## config.mk

```make
export PLATFORM = sky130hd
export DESIGN_NAME = vwnf_front
export DESIGN_NICKNAME = d
export VERILOG_FILES = /design/src/rtl/vwnf_pkg.sv /design/src/rtl/vwnf_front.sv
export SDC_FILE = /design/constraint.sdc
export NUM_CORES = 1
export LEC_CHECK = 0
export ABC_AREA = 1
export BUFFER_PORTS_ARGS = -buffer_cell sky130_fd_sc_hd__buf_2
export CAP_MARGIN = 15
export CORE_MARGIN = 5
export CORE_UTILIZATION = 40
export CTS_BUF_LIST = sky130_fd_sc_hd__clkbuf_8
export DETAILED_ROUTE_END_ITERATION = 10
export PLACE_DENSITY_LB_ADDON = 0.15
export RECOVER_POWER = 25
export SYNTH_ARGS = -nofsm -noshare
export SYNTH_HDL_FRONTEND = slang
export SYNTH_SLANG_ARGS = --single-unit
```

## constraint.sdc

```tcl
create_clock -name clk_i -period 1.7 [get_ports clk_i]
set_input_delay 0.255 -clock clk_i [delete_from_list [all_inputs] [get_ports clk_i]]
set_output_delay 0.255 -clock clk_i [all_outputs]
set_load 0.02 [all_outputs]
```

## src/rtl/vwnf_pkg.sv

```systemverilog
// Shared types, constants and helper functions for the voxel walkable neighbor finder.
// No dependencies; every other file of the block imports this package.
package vwnf_pkg;

  localparam int unsigned X_W         = 6;
  localparam int unsigned Z_W         = 6;
  localparam int unsigned Y_W         = 5;
  localparam int unsigned GRID_X      = 64;
  localparam int unsigned GRID_Z      = 64;
  localparam int unsigned GRID_HEIGHT = 32;
  localparam int unsigned UP_SPAN     = 7;
  localparam int unsigned NUM_NB      = 8;
  localparam int unsigned NB_W        = 3;
  localparam int unsigned ADDR_W      = X_W + Z_W;
  localparam int unsigned DEPTH       = 1 << ADDR_W;
  localparam int unsigned MC_W        = 3;
  localparam int unsigned MH_W        = 3;
  localparam int unsigned MD_W        = 5;
  localparam int unsigned PADDR_W     = 4;
  localparam int unsigned PDATA_W     = 32;

  localparam logic [X_W-1:0]    X_MAX   = X_W'(GRID_X - 1);
  localparam logic [Z_W-1:0]    Z_MAX   = Z_W'(GRID_Z - 1);
  localparam logic [NB_W-1:0]   NB_LAST = NB_W'(NUM_NB - 1);
  localparam logic [ADDR_W-1:0] ADDR_LAST = ADDR_W'(DEPTH - 1);

  localparam logic [1:0] REG_MIN_CLEARANCE = 2'd0;
  localparam logic [1:0] REG_MAX_HEIGHT    = 2'd1;
  localparam logic [1:0] REG_MAX_DROP      = 2'd2;

  localparam logic [MC_W-1:0] MC_RESET = MC_W'(1);
  localparam logic [MH_W-1:0] MH_RESET = MH_W'(1);
  localparam logic [MD_W-1:0] MD_RESET = MD_W'(3);

  typedef enum logic [1:0] {
    OP_ADD,
    OP_REMOVE,
    OP_PROBE,
    OP_QUERY
  } op_e;

  typedef enum logic [2:0] {
    BK_CLEAR,
    BK_IDLE,
    BK_RMW,
    BK_PROBE,
    BK_CENTER,
    BK_NBDATA,
    BK_EMIT,
    BK_FINISH
  } back_state_e;

  typedef struct packed {
    op_e            op;
    logic [X_W-1:0] x;
    logic [Y_W-1:0] y;
    logic [Z_W-1:0] z;
  } cmd_t;

  typedef struct packed {
    logic           found;
    logic [X_W-1:0] x;
    logic [Y_W-1:0] y;
    logic [Z_W-1:0] z;
    logic           last;
  } result_t;

  typedef struct packed {
    logic [MC_W-1:0] min_clearance;
    logic [MH_W-1:0] max_height;
    logic [MD_W-1:0] max_drop;
  } cfg_t;

  // Neighbor visiting order, as (dx,dz) steps of -1, 0 or +1.
  function automatic logic signed [1:0] nb_dx(input logic [NB_W-1:0] k);
    logic signed [1:0] d;
    unique case (k)
      3'd0, 3'd3, 3'd5: d = -2'sd1;
      3'd1, 3'd6:       d = 2'sd0;
      default:          d = 2'sd1;
    endcase
    return d;
  endfunction

  function automatic logic signed [1:0] nb_dz(input logic [NB_W-1:0] k);
    logic signed [1:0] d;
    unique case (k)
      3'd0, 3'd1, 3'd2: d = 2'sd1;
      3'd3, 3'd4:       d = 2'sd0;
      default:          d = -2'sd1;
    endcase
    return d;
  endfunction

endpackage

```

## src/rtl/vwnf_front.sv

```systemverilog
// Input stage: accepts transactions, decodes the opcode and hands commands to the queue.
// Depends on vwnf_pkg.
module vwnf_front (
  input  logic                     clk_i,
  input  logic                     rst_ni,
  input  logic                     in_valid_i,
  output logic                     in_stall_o,
  input  logic [1:0]               opcode_i,
  input  logic [vwnf_pkg::X_W-1:0] cell_x_i,
  input  logic [vwnf_pkg::Y_W-1:0] cell_y_i,
  input  logic [vwnf_pkg::Z_W-1:0] cell_z_i,
  input  logic                     clearing_i,
  output logic                     push_valid_o,
  output vwnf_pkg::cmd_t           push_cmd_o,
  input  logic                     push_ready_i
);
  import vwnf_pkg::*;

  logic slot_vld_q, slot_vld_d;
  cmd_t slot_q;
  logic accept;
  logic pushed;

  assign in_stall_o   = clearing_i || (slot_vld_q && !push_ready_i);
  assign accept       = in_valid_i && !in_stall_o;
  assign pushed       = slot_vld_q && push_ready_i;
  assign push_valid_o = slot_vld_q;
  assign push_cmd_o   = slot_q;

  always_comb begin
    slot_vld_d = slot_vld_q;
    if (accept) begin
      slot_vld_d = 1'b1;
    end else if (pushed) begin
      slot_vld_d = 1'b0;
    end
  end

  always_ff @(posedge clk_i or negedge rst_ni) begin
    if (!rst_ni) begin
      slot_vld_q <= 1'b0;
    end else begin
      slot_vld_q <= slot_vld_d;
    end
  end

  always_ff @(posedge clk_i) begin
    if (accept) begin
      slot_q.op <= op_e'(opcode_i);
      slot_q.x  <= cell_x_i;
      slot_q.y  <= cell_y_i;
      slot_q.z  <= cell_z_i;
    end
  end

endmodule

```

Word-level counts from Yosys, hierarchy flattened
Index checks and enable logic that the tools add are counted.

storage, ports and cells
  register bits after elaboration = 20
  logic and storage cells = 14
  bits of input ports = 24
  output and inout port bits = 21

cells by class
  multiplexer cells = 2
  reductions and logical operators = 7

operator list
  kind                number
  1-bit logical AND   3
  1-bit zero test     2
  1-bit 2-to-1 mux    2
  2-bit nonzero test  1
  1-bit logical OR    1

Depth between registers and ports, before layout
  depth after elaboration = 6
  depth in mapped cells = 4
  gate-level depth less buffers = 4

Worst setup path before layout
OpenSTA, ideal clock, no wires.

  path kind = flip-flop to flip-flop
  start point = register slot_vld_q (netlist: push_valid_o)
  end point = register slot_q, in the netlist push_cmd_o[0], enable pin
  arrival time = 1.198 ns
  clock period less this slack = 1.577 ns
  path slack = 0.123 ns
  buffers on the path = 0
  stages on the path, launching flop included = 4
  library setup time = 0.379 ns
  path through = dfrtp_1 > nand2_2 > nand2_2 > nor2_2

between the ends
  word-level cells in the longest chain between the ends = 4

RTL lines
  what                    line              RTL
  start, declared         vwnf_front.sv:19  logic slot_vld_q, slot_vld_d;
  start signal, assigned  vwnf_front.sv:43  slot_vld_q <= slot_vld_d;
  1-bit logical AND       vwnf_front.sv:24  assign in_stall_o = clearing_i || (slot_vld_q && !push_ready_i);
  1-bit logical OR        vwnf_front.sv:24
  via in_stall_o          vwnf_front.sv:7   output logic in_stall_o,
  1-bit zero test         vwnf_front.sv:25  assign accept = in_valid_i && !in_stall_o;
  1-bit logical AND       vwnf_front.sv:25
  via accept              vwnf_front.sv:21  logic accept;
  end, declared           vwnf_front.sv:20  cmd_t slot_q;

The timed path passes the listed nets, and every way through them passes these cells.
A chain may end at the register's enable or synchronous reset.

Worst setup path after layout
  start point = register slot_vld_q (netlist: push_valid_o)
  end point = output in_stall_o

between the ends
  word-level cells in the longest chain between the ends = 2

RTL lines
  what               line
  1-bit logical AND  vwnf_front.sv:24
  1-bit logical OR   vwnf_front.sv:24
  end, declared      vwnf_front.sv:7

No other way between the ends.

==> results.cfg <==
[outcome]
status = finished clean

[placed_design]
portBuffers = 44
gp_congestion = 0.673
dp_hpwl_um = 897
dpl-instance-area_um2 = 878
dp_cells = 88

[timing]
timing.final.crit_share_pct = 69.0
setup_violations = 0
fmax_mhz = 853
slew_headroom_pct = 84.6
period_needed_ps = 1170
rsz0062_at_grt = false
hold_violations = 0
slew_viol_final = 0
worst_pin_slew_ps = 231
skew_ps = 1.01
setup_tns_ps = 0
whs_ps = 176

[die]
die_y_um = 49.7
start_util_pct = 41.9
num_rows = 14
die_x_um = 49.7
coreArea_um2 = 1510
io_pins = 45
dieArea_um2 = 2470

[clock_tree]
clock_path_buffers = 2
path_clk_slew_ps = 70
worst_skew_pair.late_latency_ps = 250
post_cts_resized = 0
tritoncts = yes
numClockSinks = 20
post_cts_buffers = 0
h-tree-depth = 1
root_buffer = clkbuf_8
cts_made_buffers = 3

[global_routing]
grt_max_degree = 20
antenna_found_initial = 0
grt_pass1_wl_um = 1710
grt_use_total_pct = 9.37
grt_pass1_vias = 389
grt_overflow = 0

[critical_path]
cpMostUsedCell = nand2_2
worst_setup_path_start_kind = flop
crit_path_cell_trace = nand2_2, nand2_2, buf_2
cp_slowest_cell = dfrtp_1
worstSetupPathType = flop to output port
worstPathArrival_ps = 920
crit_cells = 3
rrSetupSlack_ps = 560
reg2reg_from = push_valid_o
critPathMaxStageDelay_ps = 380
cp-end-kind = output port
r2r_cells = 4
required_ps = 1440
rr_endpoint = push_cmd_o[5]
crit_fanout = 2
cp_num_buf_inv = 1
critPathTopFamily = flip-flops

[final_layout]
finish.utilization_pct = 62.0
fin_area_um2 = 933
fin_cells = 93
fin_nets = 102
final_layout_size_suffix_gt1_share_pct = 66.2
synthToLayoutAreaGrowth_pct = 48.0
antenna_cells = 0

[logic_synthesis]
yosys.area.top_type_share_pct = 90.5
yosysUniqueCellTypes = 6
synth_area_leader_cell = edfxtp_1
synth_area_per_cell_um2 = 23.4
synthTopCellsByArea = edfxtp_1, dfrtp_1, nand2_2
syn_nets = 51
synth_most_common_cell = edfxtp_1
netlist_instances = 27
synth_seq_cells = 20
async_flop_share_pct = 5.00
seq_area_frac_synth_pct = 94.4
netlist_area_um2 = 631
synth_ff_type = edfxtp_1
yosys-top-cells-count = edfxtp_1, inv_1, nand2_2
synth-warning-count = 0
synth_edf_count = 19

[route]
routed_wl_um = 1110
ant_nets = 0
m1WireLength_um = 399
top_layer = met4
drtPass1Iterations = 2
routed_via_density = 4.24
drtIter0Drc = 3
wire_per_inst_um = 12.0
dr_wl_met3_um = 132
drc = 0
dr_wl_met2_um = 564
num_vias = 394

[pwr]
vdd_drop_max_uv = 542
cellLeakagePower_uw = 0.000420
cellPowerDensity_nw_per_um2 = 1030

[run]
max_cap_viol_count = 0

[worst_hold_path]
hold_path.class = input port to flop
holdPathEnd = push_cmd_o[17]
min_from = opcode_i[0]
hold_path_depth = 1
## registers in the layout, summed over array words and instances (netlist names)
name	flops
push_valid_o	1
push_cmd_o	19
## cell families (layout without fill, tap and decap cells)
group / count (synthesis) / count (layout) / share of synthesized area, %
flip-flops: 20 / 20 / 94.4
buffers and inverters: 3 / 53 / 1.79
AND/OR/NAND/NOR: 3 / 3 / 2.98
AO/OA/AOI/OAI: 1 / 1 / 0.793
## report_power, final
part           switching [uW]  leakage (uW)  internal [uW]
clock network             138     0.0000231            160
logic                    55.8      0.000207           38.5
registers                5.01      0.000189            565
total                     199      0.000420            764
## worst max path at each step
stage | start | slack, ps | end
after floorplan | push_valid_o | 120 | push_cmd_o[0]
after global placement | push_valid_o | 580 | push_cmd_o[10]
after detailed placement | push_valid_o | 550 | push_cmd_o[11]
after CTS | push_valid_o | 520 | in_stall_o
after global routing | push_valid_o | 470 | in_stall_o
final | push_valid_o | 530 | in_stall_o
## metrics by stage
stage	worst slack [ps]	power, uW
6_report	527	963
5_1_grt	466	1010
4_1_cts	517	973
3_5_place_dp	552	676
3_3_place_gp	578	674
2_1_floorplan	123	626
## metal layers
layer / GRT usage [%] / up-vias
met2: 15.5 / 27
met3: 3.92 / 2
met1: 9.90 / 167
met5: 0 / -
li1: - / 198
met4: 5.24 / 0
## repair_timing
| item | in CTS | in global routing |
|---|---|---|
| hold endpoints to repair | 1 | 0 |
| setup endpoints to repair | 0 | 0 |
| hold buffers | 1 | 0 |
## final cells by class
type	instances	area, um^2
clock inverters	1	3.75
clock buffers	3	41.3
flip-flops and latches	20	596
repair buffers	46	238
fillers	113	573
inverters	3	11.3
multi-input cells	4	23.8
well taps	16	20.0
## cells in the final DEF, fill, tap and decap left out
master,n
edfxtp_1,19
o21ai_0,1
nor2_2,1
inv_1,3
buf_4,1
buf_2,44
clkinv_1,1
clkbuf_8,3
dlygate4sd3_1,1
dfrtp_1,1
nand2_2,2
Note: power is estimated with default switching activity, not from simulation.
