## src/rtl/vwnf_pkg.sv

```systemverilog
// Shared types, constants and helper functions for the voxel walkable neighbor finder.
// No dependencies; every other file of the block imports this package.
package vwnf_pkg;

  localparam int unsigned X_W         = 6;
  localparam int unsigned Z_W         = 6;
  localparam int unsigned Y_W         = 5;
  localparam int unsigned GRID_X      = 64;
  localparam int unsigned GRID_Z      = 64;
  localparam int unsigned GRID_HEIGHT = 32;
  localparam int unsigned UP_SPAN     = 7;
  localparam int unsigned NUM_NB      = 8;
  localparam int unsigned NB_W        = 3;
  localparam int unsigned ADDR_W      = X_W + Z_W;
  localparam int unsigned DEPTH       = 1 << ADDR_W;
  localparam int unsigned MC_W        = 3;
  localparam int unsigned MH_W        = 3;
  localparam int unsigned MD_W        = 5;
  localparam int unsigned PADDR_W     = 4;
  localparam int unsigned PDATA_W     = 32;

  localparam logic [X_W-1:0]    X_MAX   = X_W'(GRID_X - 1);
  localparam logic [Z_W-1:0]    Z_MAX   = Z_W'(GRID_Z - 1);
  localparam logic [NB_W-1:0]   NB_LAST = NB_W'(NUM_NB - 1);
  localparam logic [ADDR_W-1:0] ADDR_LAST = ADDR_W'(DEPTH - 1);

  localparam logic [1:0] REG_MIN_CLEARANCE = 2'd0;
  localparam logic [1:0] REG_MAX_HEIGHT    = 2'd1;
  localparam logic [1:0] REG_MAX_DROP      = 2'd2;

  localparam logic [MC_W-1:0] MC_RESET = MC_W'(1);
  localparam logic [MH_W-1:0] MH_RESET = MH_W'(1);
  localparam logic [MD_W-1:0] MD_RESET = MD_W'(3);

  typedef enum logic [1:0] {
    OP_ADD,
    OP_REMOVE,
    OP_PROBE,
    OP_QUERY
  } op_e;

  typedef enum logic [2:0] {
    BK_CLEAR,
    BK_IDLE,
    BK_RMW,
    BK_PROBE,
    BK_CENTER,
    BK_NBDATA,
    BK_EMIT,
    BK_FINISH
  } back_state_e;

  typedef struct packed {
    op_e            op;
    logic [X_W-1:0] x;
    logic [Y_W-1:0] y;
    logic [Z_W-1:0] z;
  } cmd_t;

  typedef struct packed {
    logic           found;
    logic [X_W-1:0] x;
    logic [Y_W-1:0] y;
    logic [Z_W-1:0] z;
    logic           last;
  } result_t;

  typedef struct packed {
    logic [MC_W-1:0] min_clearance;
    logic [MH_W-1:0] max_height;
    logic [MD_W-1:0] max_drop;
  } cfg_t;

  // Neighbor visiting order, as (dx,dz) steps of -1, 0 or +1.
  function automatic logic signed [1:0] nb_dx(input logic [NB_W-1:0] k);
    logic signed [1:0] d;
    unique case (k)
      3'd0, 3'd3, 3'd5: d = -2'sd1;
      3'd1, 3'd6:       d = 2'sd0;
      default:          d = 2'sd1;
    endcase
    return d;
  endfunction

  function automatic logic signed [1:0] nb_dz(input logic [NB_W-1:0] k);
    logic signed [1:0] d;
    unique case (k)
      3'd0, 3'd1, 3'd2: d = 2'sd1;
      3'd3, 3'd4:       d = 2'sd0;
      default:          d = -2'sd1;
    endcase
    return d;
  endfunction

endpackage

```

## src/rtl/vwnf_queue.sv

```systemverilog
// Two-entry command queue between the input stage and the execution engine.
// Depends on vwnf_pkg.
module vwnf_queue (
  input  logic           clk_i,
  input  logic           rst_ni,
  input  logic           push_valid_i,
  input  vwnf_pkg::cmd_t push_cmd_i,
  output logic           push_ready_o,
  output logic           head_valid_o,
  output vwnf_pkg::cmd_t head_cmd_o,
  input  logic           pop_i
);
  import vwnf_pkg::*;

  cmd_t       entry_q [2];
  logic       wr_ptr_q, wr_ptr_d;
  logic       rd_ptr_q, rd_ptr_d;
  logic [1:0] count_q, count_d;
  logic       push;
  logic       pop;

  assign push_ready_o = (count_q != 2'd2);
  assign head_valid_o = (count_q != 2'd0);
  assign head_cmd_o   = entry_q[rd_ptr_q];
  assign push         = push_valid_i && push_ready_o;
  assign pop          = pop_i && head_valid_o;

  always_comb begin
    wr_ptr_d = push ? !wr_ptr_q : wr_ptr_q;
    rd_ptr_d = pop ? !rd_ptr_q : rd_ptr_q;
    count_d  = count_q;
    if (push && !pop) begin
      count_d = count_q + 2'd1;
    end else if (pop && !push) begin
      count_d = count_q - 2'd1;
    end
  end

  always_ff @(posedge clk_i or negedge rst_ni) begin
    if (!rst_ni) begin
      wr_ptr_q <= 1'b0;
      rd_ptr_q <= 1'b0;
      count_q  <= 2'd0;
    end else begin
      wr_ptr_q <= wr_ptr_d;
      rd_ptr_q <= rd_ptr_d;
      count_q  <= count_d;
    end
  end

  always_ff @(posedge clk_i) begin
    if (push) begin
      entry_q[wr_ptr_q] <= push_cmd_i;
    end
  end

endmodule

```

## config.mk

```make
export PLATFORM = sky130hd
export DESIGN_NAME = vwnf_queue
export DESIGN_NICKNAME = d
export VERILOG_FILES = /design/src/rtl/vwnf_pkg.sv /design/src/rtl/vwnf_queue.sv
export SDC_FILE = /design/constraint.sdc
export NUM_CORES = 1
export LEC_CHECK = 0
export BUFFER_PORTS_ARGS = -buffer_cell sky130_fd_sc_hd__buf_2
export CAP_MARGIN = 25
export CORE_MARGIN = 3
export CORE_UTILIZATION = 38
export DETAILED_ROUTE_END_ITERATION = 12
export PLACE_DENSITY = 0.71
export SKIP_LAST_GASP = 1
export SLEW_MARGIN = 40
export SYNTH_ARGS = -nofsm -noshare
export SYNTH_HDL_FRONTEND = slang
export SYNTH_SLANG_ARGS = --single-unit
```

## constraint.sdc

```tcl
create_clock -name clk_i -period 2.3 [get_ports clk_i]
set_input_delay 0.345 -clock clk_i [delete_from_list [all_inputs] [get_ports clk_i]]
set_output_delay 0.345 -clock clk_i [all_outputs]
set_load 0.02 [all_outputs]
```

* Word level (Yosys, flattened, before mapping) *
Memories as Yosys holds them, arrays and structs flattened.
Cells that the tools add are included.

cells by class
  mux-type cells = 4
  equal/unequal tests = 1
  add/sub/neg operators = 2
  reduce and logical (&&, ||, !) cells = 10

operator list
  kind                                                                 number
  1-bit logical AND                                                    4
  1-bit zero test                                                      4
  2-bit 2-to-1 mux                                                     2
  2-bit nonzero test                                                   2
  2-bit by 1-bit adder with 2-bit output (second input constant)       1
  1-bit 2-to-1 mux                                                     2
  2-bit != test (second input constant)                                1
  2-bit by 1-bit subtractor with 2-bit output (second input constant)  1

storage, ports and cells
  output and inout port bits = 21
  memories kept = 1
  logic and storage cells = 21
  flip-flop bits (word level) = 4
  bits of input ports = 23
  bits in writable memories = 38

memory list
  name     words  width  read ports  clocked after memory_dff  wr ports  line              text
  entry_q  2      19     1           0                         1         vwnf_queue.sv:15  cmd_t entry_q [2];

* Logic depth before layout (Yosys ltp) *
  depth in word-level cells = 6
  depth in mapped cells = 7
  mapped depth without buffers = 7

* Least setup slack after synthesis *
No wires, ideal clock.

  path kind = reg2reg
  from = register count_q[0]
  to = memory entry_q[0][0] (netlist name), enable pin
  required time = 1.905 ns
  path slack = 0.406 ns
  cell stages (with the launch flop) = 4
  period minus slack after synthesis = 1.894 ns
  path buffers = 0
  data arrival time = 1.500 ns
  setup time = 0.395 ns
  cell sequence = dfrtp_1 nand2b_4 nand2_1 nor2_1

on the way
  cells in the longest elaborated chain, start to end = 4

RTL lines
  what                                    line              text
  start, declared                         vwnf_queue.sv:18  logic [1:0] count_q, count_d;
  start signal, assigned                  vwnf_queue.sv:47  count_q <= count_d;
  2-bit != test                           vwnf_queue.sv:22  assign push_ready_o = (count_q != 2'd2);
  via push_ready_o                        vwnf_queue.sv:8   output logic push_ready_o,
  1-bit logical AND                       vwnf_queue.sv:25  assign push = push_valid_i && push_ready_o;
  1-bit 2-to-1 mux                        vwnf_queue.sv:52  if (push) begin
  1-bit 2-to-1 mux (implied by the code)  vwnf_queue.sv:53  entry_q[wr_ptr_q] <= push_cmd_i;
  end, declared                           vwnf_queue.sv:15

The timed path passes the listed nets, and every way through them passes these cells.

==> run_results.csv <==
group,metric,value,unit
route,vias,830,
sta,finalHoldViolCount,0,
sta,whs,0.250,ns
yosys,yosysWarnings,0,
route,post_drt_wl_per_cell,14.3,um
clock_network,cts_buffers,5,
finish,drive_above_1_share,57.3,%
pwr,p_leak,0.766,nW
clock_network,path_clk_slew,0.07,ns
yosys,syn-num-nets,101,
route,drc,0,
route,wl,2560,um
grt,grt-ovfl-total,0,
yosys,yosysSeqAreaShare,78.1,%
critical_path,critPathCaptureType,"output port",
sta,slew_headroom,68.3,%
yosys,synth_common_cells,"edfxtp_1 (38), mux2_2 (19), dfrtp_1 (4), xnor2_1 (3)",
yosys,ys_async_sr_fraction,9.52,%
sta,fmax,592,MHz
clock_network,tritoncts,"built",
finish,layoutNonFillerInstCount,179,
yosys,dominantRegCellSynth,"edfxtp_1",
yosys,avgSynthCellArea,20.6,sq um
run,max_cap_violations,0,
critical_path,r2r-start,"count_q[0]$_DFFE_PN0P_",
floorplanning,die_w,70.7,um
hold_path,min-delay-start,"push_cmd_i[7]",
clock_network,cts_resized,0,
grt,antenna_found_initial,0,
clock_network,cts_buffer_depth,2,
grt,first_global_vias,980,
yosys,synth.area.top_cells,"edfxtp_1 (72%), mux2_2 (13%), dfrtp_1 (6.3%)",
critical_path,cp-startpoint,"rd_ptr_q$_DFFE_PN0P_",
floorplanning,die-area,4990,sq um
finish,nFillCells,340,
sta,finalCritPeriodShare,73.5,%
route,vias_per_cell,4.64,
sta,worst_pin_slew,0.476,ns
placed_design,dp_cells,170,
pwr,pwr_density_cell,1270,nW/um^2
placed_design,postPlaceCellArea,1870,sq um
critical_path,worst_ep_required_time,1.96,ns
critical_path,cp_top_family,"buffers and inverters",
critical_path,critical_path_buf_inv_count,2,
placed_design,hpwlAfterDp,1870,um
clock_network,clock_latency,0.28,ns
clock_network,cts_hold_buf,1,
floorplanning,start_util,41.2,%
critical_path,cp.arrival,1.35,ns
yosys,synth_top_area_cell,"edfxtp_1",
floorplanning,die_y,70.7,um
clock_network,cts_setup_buffers,0,
yosys,yosysMostFrequentCell,"edfxtp_1",
pwr,worst_ir_drop_vdd,712,uV
finish,antenna_cells,0,
pwr,power,2.50,mW
critical_path,critPathLaunchType,"flop",
floorplanning,pin_count,44,
yosys,ys_types,14,
sta,rsz0062_at_grt,"no",
route,drt_first_iter_violations,53,
clock_network,cts-root-buf,"clkbuf_8",
placed_design,io_buffer_count,43,
critical_path,worst_path_max_delay_cell,"mux2_2",
yosys,netlist_instances,77,
outcome,status,"complete, no violations",
critical_path,slowest_delay,0.36,ns
finish,final_cell_area,1960,sq um
critical_path,cp_max_fo,10,
clock_network,htree_levels,2,
grt,grt_first_pass_wirelength,4340,um
critical_path,path_class,"flop to output port",
yosys,netlist_area,1590,sq um
finish,area_growth,23.6,%
grt,grtUsageTotal,11.4,%
yosys,synth-edff-count,38,
yosys,ys_seq_elements,42,
route,firstDrtPassIters,4,
clock_network,clock_sinks,42,
route,ant_nets,0,
hold_path,hold_path_class,"primary input to flop",
grt,grt_max_degree,20,
sta,fin_skew,0.00190,ns
sta,setup_viol,0,
placed_design,gp_congestion,0.727,
floorplanning,num_rows,22,
sta,tns,0,ns
finish,nets,154,
sta,fin_crit,1.69,ns
sta,slew_violations,0,
critical_path,path_cells,"buf_4 > mux2_2 > buf_2",
yosys,synth_top_area_share,71.8,%
floorplanning,fp.coreArea,3850,sq um
-- layout make-up --
class / instances / area, sq um / share of cell area [%]
clock buffer: 8 / 80.1 / 4.08
inverter: 1 / 3.75 / 0.191
multi-input combinational: 32 / 324 / 16.5
sequential: 42 / 1240 / 63.2
tap: 48 / 60.1 / 3.06
timing repair buffer: 48 / 255 / 13.0
-- registers in the layout, indices dropped and copies added, names as in the netlist --
name / count
entry_q: 38
count_q: 2
rd_ptr_q: 1
wr_ptr_q: 1
-- per-stage QoR --
| stage | setup slack (ns) | utilization [%] |
|---|---|---|
| after floorplan | 0.406 | - |
| after global placement | 0.740 | 48.6 |
| after CTS | 0.585 | 51.0 |
| after detailed placement | 0.669 | 48.6 |
| after global routing | 0.538 | 51.0 |
| final | 0.610 | 51.0 |
-- cell usage in the layout, fill, tap and decap left out, drive strengths merged --
cell type    Yosys  layout
ha               1       1
dfrtp            4       4
clkbuf           0       8
dlygate4sd3      0       1
or2              1       1
nand2b           1       1
buf              2      47
edfxtp          38      38
nand2            2       2
xor2             2       2
xnor2            3       3
and3             1       1
mux2            19      19
nor2             2       2
inv              1       1
-- worst reg2reg max path: stages, from the launching register on --
cell      delay, ns
dfrtp_1        0.41
nand2b_4       0.16
and3_1         0.46
buf_4          0.28
-- cells by family after synthesis --
group                    share of synthesized area (%)
XOR/XNOR                                          2.76
multiplexers                                      13.5
buffers and inverters                             1.65
AND/OR/NAND/NOR                                   3.23
adder cells (fa/ha/maj)                          0.787
flip-flops                                        78.1
-- metal layers --
| layer | GRT usage (%) | share of wire [%] | up-vias |
|---|---|---|---|
| met5 | 0 | 0 | - |
| met4 | 4.38 | 0.82 | 0 |
| met3 | 4.26 | 8.9 | 2 |
| li1 | - | - | 395 |
| met2 | 20.6 | 52 | 37 |
| met1 | 12.2 | 38 | 396 |
-- final timing paths --
kind / end / slack, ns / cells past startpoint
setup / recovery: head_cmd_o[10] / 0.61 / 3
setup reg to reg: entry_q[1][12]$_DFFE_PP_ / 0.70 / 3
hold reg to reg: wr_ptr_q$_DFFE_PN0P_ / 0.52 / 1
max in group asynchronous: wr_ptr_q$_DFFE_PN0P_ / 1.79 / 2
hold / removal: entry_q[1][7]$_DFFE_PP_ / 0.25 / 1
min in group asynchronous: rd_ptr_q$_DFFE_PN0P_ / 0.39 / 2
-- report_power, final --
part	switching, mW	internal [mW]
Sequential	0.0658	1.05
Combinational	0.551	0.407
Clock	0.212	0.215
Total	0.829	1.67
No activity file was read; power rests on OpenSTA's default activity.
